$ cat src/design/pdv_pkg.sv
// Package: constants, types and state codes for the pair difference variance block.
package pdv_pkg;
  localparam int MaxRows  = 256;
  localparam int MaxCols  = 64;
  localparam int FracBits = 16;
  localparam int RowW     = $clog2(MaxRows);
  localparam int ColW     = $clog2(MaxCols);
  localparam int AddrW    = RowW + ColW;
  localparam int RcntW    = 9;
  localparam int CcntW    = 7;
  localparam int DiffW    = 33;
  localparam int SumW     = DiffW + RowW;
  localparam int DevW     = DiffW + 1;
  localparam int SqW      = 2 * DevW;
  localparam int AccW     = SqW + RowW;
  localparam int DivW     = RowW + 1 + FracBits;

  localparam logic       OpLoad  = 1'b0;
  localparam logic       OpQuery = 1'b1;
  localparam logic       RegRows = 1'b0;
  localparam logic       RegCols = 1'b1;

  typedef enum logic [7:0] {
    StIdle = 8'b0000_0001,
    StRdA  = 8'b0000_0010,
    StRdB  = 8'b0000_0100,
    StAcc  = 8'b0000_1000,
    StMul  = 8'b0001_0000,
    StSq   = 8'b0010_0000,
    StDiv  = 8'b0100_0000,
    StOut  = 8'b1000_0000
  } state_e;
endpackage

$ cat src/design/pdv_divider.sv
// Shared restoring divider, one quotient bit per cycle.
module pdv_divider import pdv_pkg::*; (
  input  logic              clk_i,
  input  logic              rst_ni,
  input  logic              start_i,
  input  logic [AccW-1:0]   dividend_i,
  input  logic [DivW-1:0]   divisor_i,
  output logic              done_o,
  output logic [AccW-1:0]   quot_o
);
  localparam int CntW = $clog2(AccW + 1);
  logic [AccW-1:0] quot_q, quot_d;
  logic [DivW:0]   rem_q, rem_d;
  logic [DivW-1:0] dsr_q;
  logic [CntW-1:0] cnt_q, cnt_d;
  logic            run_q, run_d, done_q, done_d;
  logic [DivW:0]   trial;

  always_comb begin
    quot_d = quot_q;
    rem_d  = rem_q;
    cnt_d  = cnt_q;
    run_d  = run_q;
    done_d = 1'b0;
    trial  = {rem_q[DivW-1:0], quot_q[AccW-1]};
    if (start_i) begin
      quot_d = dividend_i;
      rem_d  = '0;
      cnt_d  = CntW'(AccW);
      run_d  = 1'b1;
    end else if (run_q) begin
      if (trial >= {1'b0, dsr_q}) begin
        rem_d = trial - {1'b0, dsr_q};
        quot_d = {quot_q[AccW-2:0], 1'b1};
      end else begin
        rem_d = trial;
        quot_d = {quot_q[AccW-2:0], 1'b0};
      end
      cnt_d = cnt_q - 1'b1;
      if (cnt_q == CntW'(1)) begin
        run_d  = 1'b0;
        done_d = 1'b1;
      end
    end
  end

  always_ff @(posedge clk_i or negedge rst_ni) begin
    if (!rst_ni) begin
      run_q  <= 1'b0;
      done_q <= 1'b0;
      cnt_q  <= '0;
    end else begin
      run_q  <= run_d;
      done_q <= done_d;
      cnt_q  <= cnt_d;
    end
  end

  always_ff @(posedge clk_i) begin
    quot_q <= quot_d;
    rem_q  <= rem_d;
    if (start_i) dsr_q <= divisor_i;
  end

  assign done_o = done_q;
  assign quot_o = quot_q;
endmodule

$ cat config.mk
export PLATFORM = sky130hd
export DESIGN_NAME = pdv_divider
export DESIGN_NICKNAME = d
export VERILOG_FILES = /design/src/design/pdv_pkg.sv /design/src/design/pdv_divider.sv
export SDC_FILE = /design/constraint.sdc
export NUM_CORES = 1
export LEC_CHECK = 0
export BUFFER_PORTS_ARGS = -buffer_cell sky130_fd_sc_hd__buf_4
export CAP_MARGIN = 20
export CORE_MARGIN = 2
export CORE_UTILIZATION = 57
export CTS_CLUSTER_SIZE = 12
export DETAILED_ROUTE_END_ITERATION = 10
export GPL_TIMING_DRIVEN = 0
export PLACE_DENSITY_LB_ADDON = 0.05
export SLEW_MARGIN = 20
export SYNTH_ARGS = -nofsm -noshare
export SYNTH_HDL_FRONTEND = slang
export SYNTH_SLANG_ARGS = --single-unit
$ cat constraint.sdc
create_clock -name clk_i -period 7 [get_ports clk_i]
set_clock_uncertainty 0.1 [all_clocks]
set_input_delay 0.7 -clock clk_i [delete_from_list [all_inputs] [get_ports clk_i]]
set_output_delay 0.7 -clock clk_i [all_outputs]
set_load 0.05 [all_outputs]
==> flow_metrics.env <==
export IMPL_crit_path_end_kind="flop"
export IMPL_fin_crit_ps=3360
export IMPL_start_util_pct=59.0
export IMPL_wl_um=15900
export IMPL_dp_hpwl_um=11300
export IMPL_fp_dieH_um=113
export IMPL_vias_per_cell=5.53
export IMPL_ir_drop_v=0.000250
export IMPL_dieArea_um2=12900
export IMPL_place_gp_congestion=0.879
export IMPL_cts_tree="yes"
export IMPL_hold_path_class="input pin to flop"
export IMPL_yosysUniqueCellTypes=53
export IMPL_die_w_um=113
export IMPL_cts_sinks=135
export IMPL_synth_edf_count=101
export IMPL_setup_violations=0
export IMPL_startpoint_type="flop"
export IMPL_worst_r2r_cell_count=13
export IMPL_holdPathStages=1
export IMPL_synth_area_leaders="edfxtp_1 44%, mux2_2 13%, dfxtp_1 7.3%"
export IMPL_synth_top_area_share_pct=44.4
export IMPL_cts_buffers=17
export IMPL_grt_start_max_net_pins=45
export IMPL_drc_errors=0
export IMPL_postSynth_asyncResetShare_pct=6.67
export IMPL_critPathKind="flop to flop"
export IMPL_placed_cell_area_um2=8380
export IMPL_synth_most_common_cell="edfxtp_1"
export IMPL_critPathArrivalTime_ps=3600
export IMPL_syn_avg_cell_area_um2=12.4
export IMPL_diodes=0
export IMPL_fill_cells=703
export IMPL_crit_fanout=4
export IMPL_rsz0062_at_grt="no"
export IMPL_fin_crit_sh_pct=48.0
export IMPL_synth_ff_type="edfxtp_1"
export IMPL_drtIter0Drc=324
export IMPL_layout_cells_non_filler=906
export IMPL_worst_pin_slew_ps=585
export IMPL_synth_top_cells_by_count="101 x edfxtp_1, 76 x mux2_2, 41 x nor2_1"
export IMPL_hold_violations=0
export IMPL_dr_pass1_iters=5
export IMPL_crit_required_ps=7240
export IMPL_areaGrowthSynthToFinish_pct=31.7
export IMPL_leakagePower_nw=3.82
export IMPL_multi_input_area_um2=2810
export IMPL_dp_cells=873
export IMPL_fin_tns_setup_ps=0
export IMPL_ctsRootBufferMaster="clkbuf_16"
export IMPL_nets=882
export IMPL_drive_gt1_share_pct=39.6
export IMPL_clock_fmax_mhz=298
export IMPL_power_w=0.00316
export IMPL_port_buffer_count=180
export IMPL_grt_pass1_vias=5249
export IMPL_grt_first_pass_wirelength_um=25500
export IMPL_cellPowerDensity_nw_per_um2=351
export IMPL_cts_max_level=4
export IMPL_clk_path_buf_depth=2
export IMPL_postCtsSetupBuffers=0
export IMPL_final_area_um2=8990
export IMPL_io_pin_count=181
export IMPL_fp_row_count=39
export IMPL_synth_top_area_cell="edfxtp_1"
export IMPL_track_usage_pct=25.6
export IMPL_maxCapViolCount=0
export IMPL_status="completed"
export IMPL_synth_seq_cells=135
export IMPL_syn_nets=681
export IMPL_synth_seq_area_share_pct=55.1
export IMPL_slew_viol_final=0
export IMPL_relSlewSlack_pct=61.0
export IMPL_grt_ovfl_total=0
export IMPL_antenna_found_initial=0
export IMPL_register_area_um2=3760
export IMPL_netlist_instances=549
export IMPL_avgRoutedWirePerCell_um=17.5
export IMPL_yosys_warnings=0
export IMPL_clk_pin_slew_ps=60
export IMPL_netlist_area_um2=6830
export IMPL_fp_coreArea_um2=11600
export IMPL_vias=5009
export IMPL_drt_antenna_violating_nets=0
export IMPL_clk_latency_ps=430
## cell type report
cell class                      count  area share (%)
Clock inverter                      5           0.654
Clock buffer                       27            6.05
Buffer                             24            1.42
Sequential cell                   135            41.8
Timing Repair Buffer              182            15.4
Inverter                           35            1.49
Tap cell                          143            1.99
Multi-Input combinational cell    355            31.2
## through the flow
stage	util, %	setup WS, ps	hold WS (ps)
4_1_cts	77.7	3630	331
2_1_floorplan	-	3670	304
3_5_place_dp	72.4	3650	393
6_report	77.7	3640	344
3_3_place_gp	72.2	2400	380
5_1_grt	77.7	3410	328
## cells by family (layout without fill, tap and decap cells)
family / after synthesis / after routing / share of synthesized area, %
simple gates: 109 / 109 / 8.01
flops: 135 / 135 / 55.1
xor+xnor: 24 / 24 / 3.08
compound gates: 101 / 101 / 9.77
mux: 93 / 93 / 15.0
fa+ha+maj: 28 / 28 / 5.24
buf+inv: 59 / 273 / 3.79
## repair_timing
item	CTS	global route
endpoints found under the hold margin	9	0
gates resized for setup	0	0
hold buffers	1	0
## worst max-delay path, stage by stage (launching register included)
cell and delay, ps:
edfxtp_1 420, inv_1 80, ha_1 160, inv_1 50, fa_1 450, a211oi_2 280
o21ai_2 110, o31ai_2 350, o21ai_0 210, a31oi_1 400, o211ai_1 160, xor2_1 180
mux2i_1 100, a211oi_1 220
## state kept, by name, indices dropped and copies added, names as in the netlist
name	count
cnt_q	7
rem_q	25
done_o	1
run_q	1
dsr_q	25
quot_o	76
## placed cells by master (no fill, tap or decap), drive strengths merged, types with 2 or more instances in the layout
cell      Yosys  layout
a211oi       23      23
a21o          6       6
a21oi        27      27
a31oi         2       2
and3          3       3
buf           9     190
clkbuf       15      42
clkinv        0       2
clkinvlp      0       2
dfrtp         9       9
dfxtp        25      25
edfxtp      101     101
ha           27      27
inv          35      35
mux2         76      76
mux2i        17      17
nand2        24      24
nand2b       11      11
nand3         5       5
nand3b        2       2
nand4         5       5
nor2         41      41
nor2b         3       3
nor3          5       5
nor4b         2       2
o211ai       10      10
o21a          5       5
o21ai        20      20
o21bai        2       2
o31a          2       2
o31ai         2       2
or3           2       2
xnor2        12      12
xor2         12      12
## path summary, 6_finish.rpt
path / slack, ps / end / start
max: 3640 / rem_q[24]$_SDFFE_PP0P_ / quot_o[75]$_DFFE_PP_
min: 340 / dsr_q[19]$_DFFE_PP_ / divisor_i[19]
max reg2reg: 3640 / rem_q[24]$_SDFFE_PP0P_ / quot_o[75]$_DFFE_PP_
min reg2reg: 400 / rem_q[18]$_SDFFE_PP0P_ / rem_q[18]$_SDFFE_PP0P_
max in group asynchronous: 6100 / cnt_q[0]$_DFFE_PN0P_ / rst_ni
min in group asynchronous: 570 / cnt_q[3]$_DFFE_PN0P_ / rst_ni
## per-layer routing
layer  GRT usage (%)  part of all wire, %  vias to the layer above
li1                -                    -                     2425
met1            29.9                   41                     2398
met2            43.2                   51                      162
met3            10.0                  7.2                       24
met4            9.27                  1.4                        0
met5               0                    0                        -
## power by group
part,internal (W),switching [W]
registers,0.00100,0.0000868
clock network,0.000567,0.000330
logic,0.000501,0.000675
Note: power is estimated with default switching activity, not from simulation.
